--- src/hdl/fmlf_pkg.sv ---
`default_nettype none

package fmlf_pkg;

    // PCM buffer
    localparam int PCM_DEPTH = 2048;
    localparam int PCM_AW    = $clog2(PCM_DEPTH);
    localparam int PCM_CW    = $clog2(PCM_DEPTH + 1);
    localparam int IDX_W     = 11;

    // Front-to-back queue
    localparam int QUEUE_DEPTH = 4;
    localparam int QUEUE_AW    = $clog2(QUEUE_DEPTH);

    // Stream widths
    localparam int S_TDATA_W = 40;
    localparam int S_TUSER_W = 8;
    localparam int M_TDATA_W = 32;
    localparam int M_TUSER_W = 2;

    // Command codes
    localparam logic [7:0] CODE_WAIT = 8'd0;
    localparam logic [7:0] CODE_FM0  = 8'd1;
    localparam logic [7:0] CODE_FM1  = 8'd2;
    localparam logic [7:0] CODE_TONE = 8'd3;

    // Result kinds
    localparam logic [1:0] KIND_FM   = 2'd0;
    localparam logic [1:0] KIND_TONE = 2'd1;
    localparam logic [1:0] KIND_PCM  = 2'd2;

    // Register numbers and masks
    localparam logic [7:0] REG_PCM   = 8'h2A;
    localparam logic [7:0] FREQ_MASK = 8'hF0;
    localparam logic [7:0] FREQ_BASE = 8'hA0;
    localparam logic [7:0] PAIR_BIT  = 8'h04;

    typedef struct packed {
        logic [1:0]       kind;
        logic             port;
        logic [7:0]       reg_num;
        logic [7:0]       data_byte;
        logic [IDX_W-1:0] pcm_index;
        logic             pcm_dropped;
        logic             last;
    } result_t;

    // One command's worth of words: one or two results.
    typedef struct packed {
        result_t res0;
        result_t res1;
        logic    two;
    } entry_t;

    typedef struct packed {
        logic full;
        logic empty;
    } q_stat_t;

endpackage

`default_nettype wire

--- src/hdl/fm_register_stream_latch_fixer_unit.sv ---
// Channel  Dir  tdata (low bit up)                                    tuser      tlast
// s_axis   in   arg_reg[7:0] arg_data[15:8] next_valid[16]            req_type   -
//               next_code[24:17] next_reg[32:25] seeking[33] 0[39:34]
// m_axis   out  port[0] reg_num[8:1] data_byte[16:9] pcm_index[27:17]  kind       last
//               pcm_dropped[28] 0[31:29]
//
// A command is taken every cycle while the four-entry command queue has room;
// the front updates the frequency cache, latches and PCM counters in that cycle.
// Results leave the output register one word a cycle unless m_axis stalls, so a command
// with two writes gives two words; each word passes the queue, then the output register.
// Reset (aresetn low, synchronous) clears cache, latches and counters at once.
// A stall on m_axis fills the queue, then drops s_axis_tready.
`default_nettype none

module fm_register_stream_latch_fixer_unit (
    input  wire logic                           aclk,
    input  wire logic                           aresetn,
    input  wire logic                           s_axis_tvalid,
    output logic                                s_axis_tready,
    // arg_reg, arg_data, next_valid, next_code, next_reg, seeking, zero pad
    input  wire logic [fmlf_pkg::S_TDATA_W-1:0] s_axis_tdata,
    // req_type
    input  wire logic [fmlf_pkg::S_TUSER_W-1:0] s_axis_tuser,
    output logic                                m_axis_tvalid,
    input  wire logic                           m_axis_tready,
    // port, reg_num, data_byte, pcm_index, pcm_dropped, zero pad
    output logic [fmlf_pkg::M_TDATA_W-1:0]      m_axis_tdata,
    // kind
    output logic [fmlf_pkg::M_TUSER_W-1:0]      m_axis_tuser,
    output logic                                m_axis_tlast
);
    import fmlf_pkg::*;

    q_stat_t q_stat;
    entry_t  push_entry;
    entry_t  q_head;
    logic    q_push;
    logic    q_pop;
    result_t m_result;

    // Classify the command and update the latch state.
    fmlf_front u_front (
        .aclk       (aclk),
        .aresetn    (aresetn),
        .s_valid    (s_axis_tvalid),
        .s_ready    (s_axis_tready),
        .req_type   (s_axis_tuser),
        .arg_reg    (s_axis_tdata[7:0]),
        .arg_data   (s_axis_tdata[15:8]),
        .next_valid (s_axis_tdata[16]),
        .next_code  (s_axis_tdata[24:17]),
        .next_reg   (s_axis_tdata[32:25]),
        .seeking    (s_axis_tdata[33]),
        .q_stat     (q_stat),
        .q_push     (q_push),
        .q_entry    (push_entry)
    );

    // Hold up to four commands' worth of writes.
    fmlf_queue u_queue (
        .aclk       (aclk),
        .aresetn    (aresetn),
        .push       (q_push),
        .push_entry (push_entry),
        .pop        (q_pop),
        .head       (q_head),
        .stat       (q_stat)
    );

    // Drain each entry one word at a time.
    fmlf_back u_back (
        .aclk     (aclk),
        .aresetn  (aresetn),
        .q_stat   (q_stat),
        .q_head   (q_head),
        .q_pop    (q_pop),
        .m_valid  (m_axis_tvalid),
        .m_ready  (m_axis_tready),
        .m_result (m_result)
    );

    assign m_axis_tdata = {3'b000, m_result.pcm_dropped, m_result.pcm_index,
                           m_result.data_byte, m_result.reg_num, m_result.port};
    assign m_axis_tuser = m_result.kind;
    assign m_axis_tlast = m_result.last;

endmodule

`default_nettype wire

--- src/hdl/fmlf_front.sv ---
`default_nettype none

module fmlf_front (
    input  wire logic              aclk,
    input  wire logic              aresetn,
    input  wire logic              s_valid,
    output logic                   s_ready,
    input  wire logic [7:0]        req_type,
    input  wire logic [7:0]        arg_reg,
    input  wire logic [7:0]        arg_data,
    input  wire logic              next_valid,
    input  wire logic [7:0]        next_code,
    input  wire logic [7:0]        next_reg,
    input  wire logic              seeking,
    input  wire fmlf_pkg::q_stat_t q_stat,
    output logic                   q_push,
    output fmlf_pkg::entry_t       q_entry
);
    import fmlf_pkg::*;

    function automatic result_t mk_fm(input logic p, input logic [7:0] r,
                                      input logic [7:0] d, input logic lst);
        result_t w;
        w             = '0;
        w.kind        = KIND_FM;
        w.port        = p;
        w.reg_num     = r;
        w.data_byte   = d;
        w.last        = lst;
        return w;
    endfunction

    logic [7:0]        cache_reg [32];
    logic [7:0]        latch_reg [2];
    logic [7:0]        latch_next [2];
    logic [31:0]       frame_count_reg, frame_count_next;
    logic [31:0]       pcm_frame_reg, pcm_frame_next;
    logic [PCM_CW-1:0] pcm_count_reg, pcm_count_next;
    logic [7:0]        pcm_store [PCM_DEPTH];

    logic              accept;
    logic              port;
    logic              is_pcm;
    logic              is_freq;
    logic [4:0]        slot;
    logic [4:0]        pair;
    logic              lid;
    logic [7:0]        pair_byte;
    logic [7:0]        pair_reg;
    logic              paired;
    logic              new_frame;
    logic [PCM_CW-1:0] base_count;
    logic              pcm_full;
    logic              cache_we;
    logic              pcm_we;

    assign s_ready    = !q_stat.full;
    assign accept     = s_valid && s_ready;
    assign port       = (req_type == CODE_FM1);
    assign is_pcm     = !port && (arg_reg == REG_PCM);
    assign is_freq    = (arg_reg & FREQ_MASK) == FREQ_BASE;
    assign slot       = {port, arg_reg[3:0]};
    assign pair       = {port, arg_reg[3], ~arg_reg[2], arg_reg[1:0]};
    assign lid        = arg_reg[3];
    assign pair_byte  = cache_reg[pair];
    assign pair_reg   = arg_reg ^ PAIR_BIT;
    assign paired     = next_valid && (next_code == req_type) && (next_reg == pair_reg);
    assign new_frame  = pcm_frame_reg != frame_count_reg;
    assign base_count = new_frame ? '0 : pcm_count_reg;
    assign pcm_full   = base_count == PCM_CW'(PCM_DEPTH);

    always_comb begin
        q_push           = 1'b0;
        q_entry          = '0;
        latch_next       = latch_reg;
        frame_count_next = frame_count_reg;
        pcm_frame_next   = pcm_frame_reg;
        pcm_count_next   = pcm_count_reg;
        cache_we         = 1'b0;
        pcm_we           = 1'b0;
        if (accept) begin
            case (req_type)
                CODE_WAIT: begin
                    frame_count_next = frame_count_reg + 32'd1;
                end
                CODE_TONE: begin
                    q_push                  = 1'b1;
                    q_entry.res0.kind       = KIND_TONE;
                    q_entry.res0.data_byte  = arg_reg;
                    q_entry.res0.last       = 1'b1;
                end
                CODE_FM0, CODE_FM1: begin
                    if (is_pcm) begin
                        if (!seeking) begin
                            q_push                 = 1'b1;
                            pcm_frame_next         = frame_count_reg;
                            q_entry.res0.kind      = KIND_PCM;
                            q_entry.res0.data_byte = arg_data;
                            q_entry.res0.last      = 1'b1;
                            if (pcm_full) begin
                                q_entry.res0.pcm_dropped = 1'b1;
                                pcm_count_next           = base_count;
                            end else begin
                                pcm_we                 = 1'b1;
                                q_entry.res0.pcm_index = IDX_W'(base_count);
                                pcm_count_next         = base_count + PCM_CW'(1);
                            end
                        end
                    end else if (is_freq) begin
                        q_push   = 1'b1;
                        cache_we = 1'b1;
                        if (arg_reg[2]) begin
                            // high part: patch in the cached low part unless it follows
                            latch_next[lid] = arg_data;
                            q_entry.res0    = mk_fm(port, arg_reg, arg_data, paired);
                            q_entry.res1    = mk_fm(port, pair_reg, pair_byte, 1'b1);
                            q_entry.two     = !paired;
                        end else if (latch_reg[lid] != pair_byte) begin
                            // stale latch: resend the cached high part first
                            latch_next[lid] = pair_byte;
                            q_entry.res0    = mk_fm(port, pair_reg, pair_byte, 1'b0);
                            q_entry.res1    = mk_fm(port, arg_reg, arg_data, 1'b1);
                            q_entry.two     = 1'b1;
                        end else begin
                            q_entry.res0 = mk_fm(port, arg_reg, arg_data, 1'b1);
                        end
                    end else begin
                        q_push       = 1'b1;
                        q_entry.res0 = mk_fm(port, arg_reg, arg_data, 1'b1);
                    end
                end
                default: begin
                end
            endcase
        end
    end

    always_ff @(posedge aclk) begin
        if (!aresetn) begin
            for (int i = 0; i < 32; i++) begin
                cache_reg[i] <= '0;
            end
            latch_reg[0]    <= '0;
            latch_reg[1]    <= '0;
            frame_count_reg <= '0;
            pcm_frame_reg   <= '1;
            pcm_count_reg   <= '0;
        end else begin
            if (cache_we) begin
                cache_reg[slot] <= arg_data;
            end
            latch_reg       <= latch_next;
            frame_count_reg <= frame_count_next;
            pcm_frame_reg   <= pcm_frame_next;
            pcm_count_reg   <= pcm_count_next;
        end
    end

    always_ff @(posedge aclk) begin
        if (pcm_we) begin
            pcm_store[base_count[PCM_AW-1:0]] <= arg_data;
        end
    end

endmodule

`default_nettype wire

--- src/hdl/fmlf_queue.sv ---
`default_nettype none

module fmlf_queue (
    input  wire logic             aclk,
    input  wire logic             aresetn,
    input  wire logic             push,
    input  wire fmlf_pkg::entry_t push_entry,
    input  wire logic             pop,
    output fmlf_pkg::entry_t      head,
    output fmlf_pkg::q_stat_t     stat
);
    import fmlf_pkg::*;

    entry_t              slots_reg [QUEUE_DEPTH];
    logic [QUEUE_AW-1:0] wr_ptr_reg, wr_ptr_next;
    logic [QUEUE_AW-1:0] rd_ptr_reg, rd_ptr_next;
    logic [QUEUE_AW:0]   count_reg, count_next;

    assign head       = slots_reg[rd_ptr_reg];
    assign stat.full  = count_reg == (QUEUE_AW+1)'(QUEUE_DEPTH);
    assign stat.empty = count_reg == '0;

    always_comb begin
        wr_ptr_next = push ? wr_ptr_reg + QUEUE_AW'(1) : wr_ptr_reg;
        rd_ptr_next = pop  ? rd_ptr_reg + QUEUE_AW'(1) : rd_ptr_reg;
        count_next  = count_reg;
        case ({push, pop})
            2'b10:   count_next = count_reg + (QUEUE_AW+1)'(1);
            2'b01:   count_next = count_reg - (QUEUE_AW+1)'(1);
            default: count_next = count_reg;
        endcase
    end

    always_ff @(posedge aclk) begin
        if (!aresetn) begin
            wr_ptr_reg <= '0;
            rd_ptr_reg <= '0;
            count_reg  <= '0;
        end else begin
            wr_ptr_reg <= wr_ptr_next;
            rd_ptr_reg <= rd_ptr_next;
            count_reg  <= count_next;
        end
    end

    always_ff @(posedge aclk) begin
        if (push) begin
            slots_reg[wr_ptr_reg] <= push_entry;
        end
    end

endmodule

`default_nettype wire

--- src/hdl/fmlf_back.sv ---
`default_nettype none

module fmlf_back (
    input  wire logic              aclk,
    input  wire logic              aresetn,
    input  wire fmlf_pkg::q_stat_t q_stat,
    input  wire fmlf_pkg::entry_t  q_head,
    output logic                   q_pop,
    output logic                   m_valid,
    input  wire logic              m_ready,
    output fmlf_pkg::result_t      m_result
);
    import fmlf_pkg::*;

    logic    valid_reg, valid_next;
    logic    phase_reg, phase_next;
    result_t out_reg;
    logic    load;

    // Load the output word when it is empty or being taken.
    assign load     = !q_stat.empty && (!valid_reg || m_ready);
    assign q_pop    = load && (phase_reg || !q_head.two);
    assign m_valid  = valid_reg;
    assign m_result = out_reg;

    always_comb begin
        valid_next = valid_reg;
        phase_next = phase_reg;
        if (load) begin
            valid_next = 1'b1;
            phase_next = !phase_reg && q_head.two;
        end else if (m_ready) begin
            valid_next = 1'b0;
        end
    end

    always_ff @(posedge aclk) begin
        if (!aresetn) begin
            valid_reg <= 1'b0;
            phase_reg <= 1'b0;
        end else begin
            valid_reg <= valid_next;
            phase_reg <= phase_next;
        end
    end

    always_ff @(posedge aclk) begin
        if (load) begin
            out_reg <= phase_reg ? q_head.res1 : q_head.res0;
        end
    end

endmodule

`default_nettype wire

--- config.mk ---
export PLATFORM = sky130hd
export DESIGN_NAME = fm_register_stream_latch_fixer_unit
export DESIGN_NICKNAME = d
export VERILOG_FILES = /design/src/hdl/fmlf_pkg.sv /design/src/hdl/fm_register_stream_latch_fixer_unit.sv /design/src/hdl/fmlf_front.sv /design/src/hdl/fmlf_queue.sv /design/src/hdl/fmlf_back.sv
export SDC_FILE = /design/constraint.sdc
export NUM_CORES = 1
export LEC_CHECK = 0
export ABC_CLOCK_PERIOD_IN_PS = 8800
export BUFFER_PORTS_ARGS = -buffer_cell sky130_fd_sc_hd__buf_2
export CORE_ASPECT_RATIO = 1.25
export CORE_MARGIN = 1
export CORE_UTILIZATION = 60
export DETAILED_ROUTE_END_ITERATION = 7
export PLACE_DENSITY = 0.76
export SLEW_MARGIN = 10
export SYNTH_ARGS = -nofsm -noshare
export SYNTH_HDL_FRONTEND = slang
export SYNTH_SLANG_ARGS = --single-unit
--- constraint.sdc ---
create_clock -name aclk -period 8.8 [get_ports aclk]
set_input_delay 0 -clock aclk [delete_from_list [all_inputs] [get_ports aclk]]
set_output_delay 0 -clock aclk [all_outputs]
set_load 0.02 [all_outputs]
==> metrics.md, run 1 <==
| Metric | Value |
|---|---|
| Run status | `finished clean` |
| DR DRC count | `0` |
| Drt pass-1 iters | `6` |
| Core Box Area | `0.0433 mm²` |
| Commonest non-fill, non-tap cell in the layout | `edfxtp_1` |
| Setup Crit Path Kind | `reg -> reg` |
| First-pass GRT wire length | `87.0 mm` |
| EDFF count, synth | `488` |
| Die Area | `0.0450 mm²` |
| VDD IR-drop max | `186 µV` |
| Vias in the first global route | `15600` |
| Final Net Count | `2025` |
| Mapped Avg Cell Area | `13.8 µm²` |
| H-Tree Depth | `2` |
| IO buf count | `79` |
| Static leakage | `0.0105 µW` |
| Critical Path RT | `9.05 ns` |
| Slew Limit Headroom | `21.3%` |
| Power per cell area | `200 mW/mm²` |
| # setup viols final | `0` |
| RSZ-0062 raised after global routing | `false` |
| Row count | `85` |
| Via count | `15500` |
| Crit. End Element | `flop` |
| Final period util | `51.0%` |
| Post-Syn Area | `0.0265 mm²` |
| CP max-delay cell | `nor3_1` |
| CTS tree | `done` |
| CP Cell Sequence | `or3b_2 -> and4_1 -> nand2_1 -> nor3_2 -> nand4_1 -> nor3_1 -> nand2b_1` |
| Largest net degree at the start of global routing | `97` |
| Share of cells above drive strength 1 | `16.7%` |
| YS warnings | `0` |
| Height of the die | `237 µm` |
| Starting Density | `61.2%` |
| GRT Total Usage | `25.3%` |
| Area delta synth->final | `10.5%` |
| I/O Pins | `89` |
| Final Util | `67.6%` |
| CTS root buffer | `clkbuf_16` |
| Post-route ant nets | `0` |
| Yosys cell types | `65` |
| Hold WS | `0.0447 ns` |
| TritonCTS buffer count | `53` |
| Max cap viols | `0` |
| HP Class | `in -> reg` |
| Final Max Slew Viols | `0` |
| Clk Latency, worst-skew pair | `0.60 ns` |
| Wire per inst | `21.9 µm` |
| Final min period | `4.49 ns` |
| Cells after Synth | `1913` |
| Vias/cell | `6.04` |
| Final hold viol count | `0` |
| Layout Cells excl Fill | `2572` |
| Main synth FF type | `edfxtp_1` |
| Max reg flops | `256` |
| Clock Skew | `0.0246 ns` |
| Critical path arrival | `4.74 ns` |
| Synthesis-stage register bit count | `591` |
| Setup TNS | `0 ns` |
| Final WL | `56.3 mm` |
| HPWL after DPL | `35.5 mm` |
| Async set or reset register ratio after synthesis | `0%` |
| Worst Max-Slew Pin Slew | `1.17 ns` |
| Gr ovfl total | `0` |
| Fmax | `0.223 GHz` |
| Post-synthesis sequential area ratio | `63.1%` |
| Clock Sink Count | `591` |
| Initial antenna violation count | `1` |
| Commonest cells after routing, fill and taps aside | `488 x edfxtp_1, 315 x and2_1, 205 x nand2_1` |
| CP max FO | `15` |
| CP max stage delay | `0.90 ns` |
| DP Cell Count | `2465` |
| Longest Clk Path Bufs | `3` |
| Worst setup SP type | `flop` |
| Worst-path clk slew | `0.07 ns` |
| DRT iter0 DRCs | `1565` |
| # fillers | `2920` |
| GPL Wtd Cong | `0.818` |
| Die X | `190 µm` |
==> layout make-up <==
cell class	count	area (µm²)	share of cell area (%)
sequential	591	16700	57.2
multi-input combinational	1192	9190	31.4
clock buffer	64	1410	4.81
tap	565	707	2.42
timing repair buffer	106	628	2.15
clock inverter	34	528	1.80
inverter	19	71.3	0.244
antenna	1	2.50	0.00855
==> routing by layer <==
layer | track usage, % | routed length [µm] | part of all wire, %
met5 | 0 | 13 | 0.023
met4 | 8.43 | 1850 | 3.3
met3 | 3.39 | 3660 | 6.5
met2 | 45.2 | 29200 | 52
met1 | 31.6 | 21500 | 38
==> synthesized netlist by cell type (8+ instances only) <==
cell type,n,area share (%)
mux2i_1,51,1.9
and2_1,315,7.4
mux2_2,8,0.34
xnor2_1,26,0.86
nand3_1,61,1.2
buf_2,16,0.30
a21boi_0,10,0.28
nor3_1,25,0.47
buf_4,9,0.26
nand2_1,205,2.9
ha_1,9,0.43
nand4_1,24,0.57
inv_1,19,0.27
nor4_1,17,0.40
a31oi_1,11,0.26
mux4_2,109,9.3
edfxtp_1,488,55
clkbuf_1,75,1.1
o211ai_1,9,0.26
nor2b_1,14,0.33
buf_1,15,0.21
dfxtp_1,103,7.8
a21oi_1,19,0.36
nand2b_1,17,0.40
or3_1,12,0.28
and3_1,23,0.54
xor2_1,57,1.9
o21ai_0,34,0.64
nor2_1,40,0.57
==> kinds of logic (layout without fill, tap and decap cells) <==
group	after synthesis	after routing	synth area share, %
AOI/OAI and AO/OA	129	129	3.32
xor gates and xnor gates	83	83	2.74
adders and majority gates	11	11	0.539
buffers and inverters	140	223	2.37
DFF	591	591	63.1
muxes	168	168	11.5
other	1	12	0.0142
and+or+nand+nor	790	790	16.4
==> report_power, final <==
part / leakage, µW / internal [µW] / total (µW) / switching (µW)
clock network: 0.000948 / 1530 / 2550 / 1020
logic: 0.00394 / 84.1 / 240 / 156
registers: 0.00558 / 3050 / 3060 / 15.2
total: 0.0105 / 4660 / 5850 / 1190
==> critical path: cells and delay by family (launching register included) <==
family / cells / cell delay [ns]
flip-flops: 1 / 0.41
AND/OR/NAND/NOR: 7 / 3.74
==> worst paths after layout <==
path	start	endpoint	slack [ns]	cells after the start
setup / recovery	u_queue.count_reg[0]	u_front.cache_reg[3][6]	4.31	7
hold / removal	s_axis_tuser[0]	u_front.frame_count_reg[1]	0.04	4
setup reg to reg	u_queue.count_reg[0]	u_front.cache_reg[3][6]	4.31	7
hold reg to reg	u_front.latch_reg[15]	u_front.latch_reg[15]	0.47	2
==> metrics by stage <==
| step | setup slack, ns | area [µm²] | total power, µW |
|---|---|---|---|
| after floorplan | 5.60 | 26500 | 3280 |
| after global placement | 4.30 | 27200 | 3350 |
| after detailed placement | 4.18 | 27200 | 3350 |
| after CTS | 4.35 | 29300 | 5860 |
| after global routing | 4.05 | 29300 | 5980 |
| final | 4.31 | 29300 | 5850 |
==> timing repair <==
item	4_1_cts	5_1_grt
endpoints found under the hold margin	46	0
hold buffers	8	0
resized for setup	0	0
buffers inserted	0	0
Note: power is estimated with default switching activity, not from simulation.
==> run 2, diff against run 1 <==
ABC_CLOCK_PERIOD_IN_PS = 4100   (was 8800)
CORE_UTILIZATION = 56   (was 60)
PLACE_DENSITY = 0.75   (was 0.76)
clock period = 4.1 ns   (was 8.8 ns; I/O delays follow)
==> run 2 against run 1 <==
Final cell count up 4.6%. Global-route usage down 1.7 points. First-iteration DRC count down 21%. Sequential power up 110%. Register-to-register slack worse by 3.6 ns. Worst hold slack better by 0.018 ns. Largest cell class unchanged.
==> metrics.md, run 2 (same netlist as run 1, synthesis figures left out) <==
| Metric | Value |
|---|---|
| Final Max Slew Viols | `0` |
| Setup TNS | `0 ns` |
| Max cap viols | `0` |
| Slew Limit Headroom | `32.9%` |
| Worst Max-Slew Pin Slew | `1.01 ns` |
| Area delta synth->final | `11.7%` |
| GRT Total Usage | `23.6%` |
| Initial antenna violation count | `1` |
| CTS tree | `done` |
| HPWL after DPL | `36.1 mm` |
| Via count | `15700` |
| Met3 routed WL | `3.38 mm` |
| Share of cells above drive strength 1 | `17.9%` |
| Final Net Count | `2077` |
| Hold WS | `0.0622 ns` |
| H-Tree Depth | `2` |
| Longest Clk Path Bufs | `3` |
| Die X | `197 µm` |
| Max reg flops | `256` |
| Row count | `88` |
| IO buf count | `79` |
| WL met2 | `29.1 mm` |
| Largest net degree at the start of global routing | `88` |
| Crit. End Element | `flop` |
| Critical path arrival | `3.72 ns` |
| R2r endpoint | `u_queue.slots_reg[1][30]` |
| CTS root buffer | `clkbuf_16` |
| Post-route ant nets | `0` |
| First-pass GRT wire length | `87.4 mm` |
| Final period util | `83.0%` |
| CP Capture Point | `u_queue.slots_reg[1][30]` |
| I/O Pins | `89` |
| Commonest non-fill, non-tap cell in the layout | `edfxtp_1` |
| Height of the die | `245 µm` |
| GPL Wtd Cong | `0.845` |
| TritonCTS buffer count | `54` |
| R2R setup slack | `0.70 ns` |
| Layout Cells excl Fill | `2690` |
| RR Startpoint | `u_front.cache_reg[5][7]` |
| Wire per inst | `20.8 µm` |
| # setup viols final | `0` |
| # fillers | `3335` |
| Post-CTS resize count | `0` |
| DRT iter0 DRCs | `1243` |
| Worst-path clk slew | `0.06 ns` |
| Die Area | `0.0482 mm²` |
| HP Class | `in -> reg` |
| Clk Latency, worst-skew pair | `0.59 ns` |
| Starting Density | `57.0%` |
| DR DRC count | `0` |
| VDD IR-drop max | `349 µV` |
| Clock Skew | `0.0166 ns` |
| RSZ-0062 raised after global routing | `false` |
| Vias in the first global route | `15800` |
| Vias/cell | `5.82` |
| Commonest cells after routing, fill and taps aside | `488 x edfxtp_1, 315 x and2_1, 205 x nand2_1` |
| Static leakage | `0.0106 µW` |
| Fmax | `0.294 GHz` |
| WL met1 | `21.8 mm` |
| Core Box Area | `0.0465 mm²` |
| Clock Sink Count | `591` |
| Power per cell area | `409 mW/mm²` |
| Tot Pwr | `12100 µW` |
| Setup crit start | `u_front.cache_reg[5][7]` |
| Worst setup SP type | `flop` |
| Drt pass-1 iters | `5` |
| Setup Crit Path Kind | `reg -> reg` |
| Final WL | `56.0 mm` |
| Top Layer Used | `met4` |
| Final hold viol count | `0` |
| CP max FO | `10` |
| Critical Path RT | `4.41 ns` |
| Run status | `finished clean` |
| Gr ovfl total | `0` |
| Final min period | `3.40 ns` |
| DP Cell Count | `2581` |
| Reg2Reg Depth | `9` |
run 2: cell count changes in the layout (fill, tap and decap cells not counted), moves of 2 or more:
| cell | previous run | this run |
|---|---|---|
| clkinv_1 | 2 | 13 |
| clkinvlp_4 | 2 | 0 |
| o21ai_1 | 4 | 2 |
| buf_4 | 23 | 68 |
| clkbuf_8 | 4 | 0 |
| bufinv_16 | 13 | 6 |
| o21ai_0 | 32 | 34 |
| clkbuf_16 | 53 | 55 |
| clkbuf_1 | 7 | 14 |
| inv_6 | 3 | 1 |
| buf_12 | 0 | 6 |
run 2: power breakdown:
part | internal [µW] | switching, µW | leakage [µW] | total [µW]
Sequential | 6530 | 27.9 | 0.00558 | 6560
Combinational | 202 | 344 | 0.00421 | 546
Clock | 2840 | 2150 | 0.000853 | 4990
run 2: how the worst min path moves through the flow:
stage                     slack [ns]            start  cells past startpoint                         end
after floorplan                 0.19    m_axis_tready                      3              u_back.m_valid
after global placement          0.29    m_axis_tready                      4              u_back.m_valid
after detailed placement        0.31    m_axis_tready                      4              u_back.m_valid
after CTS                       0.05  s_axis_tuser[1]                      4  u_front.frame_count_reg[1]
after global routing            0.07  s_axis_tuser[1]                      4  u_front.frame_count_reg[1]
final                           0.06          aresetn                      3    u_front.pcm_frame_reg[1]
run 2: area by class of cell:
cell class	count	area [µm²]	share of cell area, %
multi-input combinational	1192	9190	31.0
tap	630	788	2.66
antenna	1	2.50	0.00846
clock buffer	69	1430	4.83
sequential	591	16700	56.5
inverter	19	71.3	0.241
clock inverter	31	308	1.04
timing repair buffer	157	1090	3.67
run 2: per-stage QoR:
step | area [µm²] | setup slack [ns] | utilization [%]
after detailed placement | 27800 | 0.579 | 59.8
after global routing | 29600 | 0.599 | 63.7
after CTS | 29600 | 0.736 | 63.7
after floorplan | 26500 | 0.900 | -
final | 29600 | 0.699 | 63.7
after global placement | 27800 | 0.665 | 59.8
run 2: worst max-delay path: stages, from the launching register on:
cell and delay (ns):
edfxtp_1 0.38, mux4_2 0.48, mux2i_1 0.36, o22ai_1 0.21, or4_1 0.56, and4_1 0.24, nand4_4 0.13, buf_4 0.21
nor2_2 0.10, nor4_1 0.44
run 2: repair_timing:
| action | CTS | global route |
|---|---|---|
| hold endpoints to repair | 42 | 0 |
| hold buffers | 8 | 0 |
| buffers inserted | 0 | 0 |
run 2: routing by layer:
metal | track usage [%] | vias to the layer above
li1 | - | 7222
met5 | 0 | -
met3 | 3.16 | 100
met4 | 8.11 | 0
met1 | 29.5 | 7785
met2 | 42.2 | 552
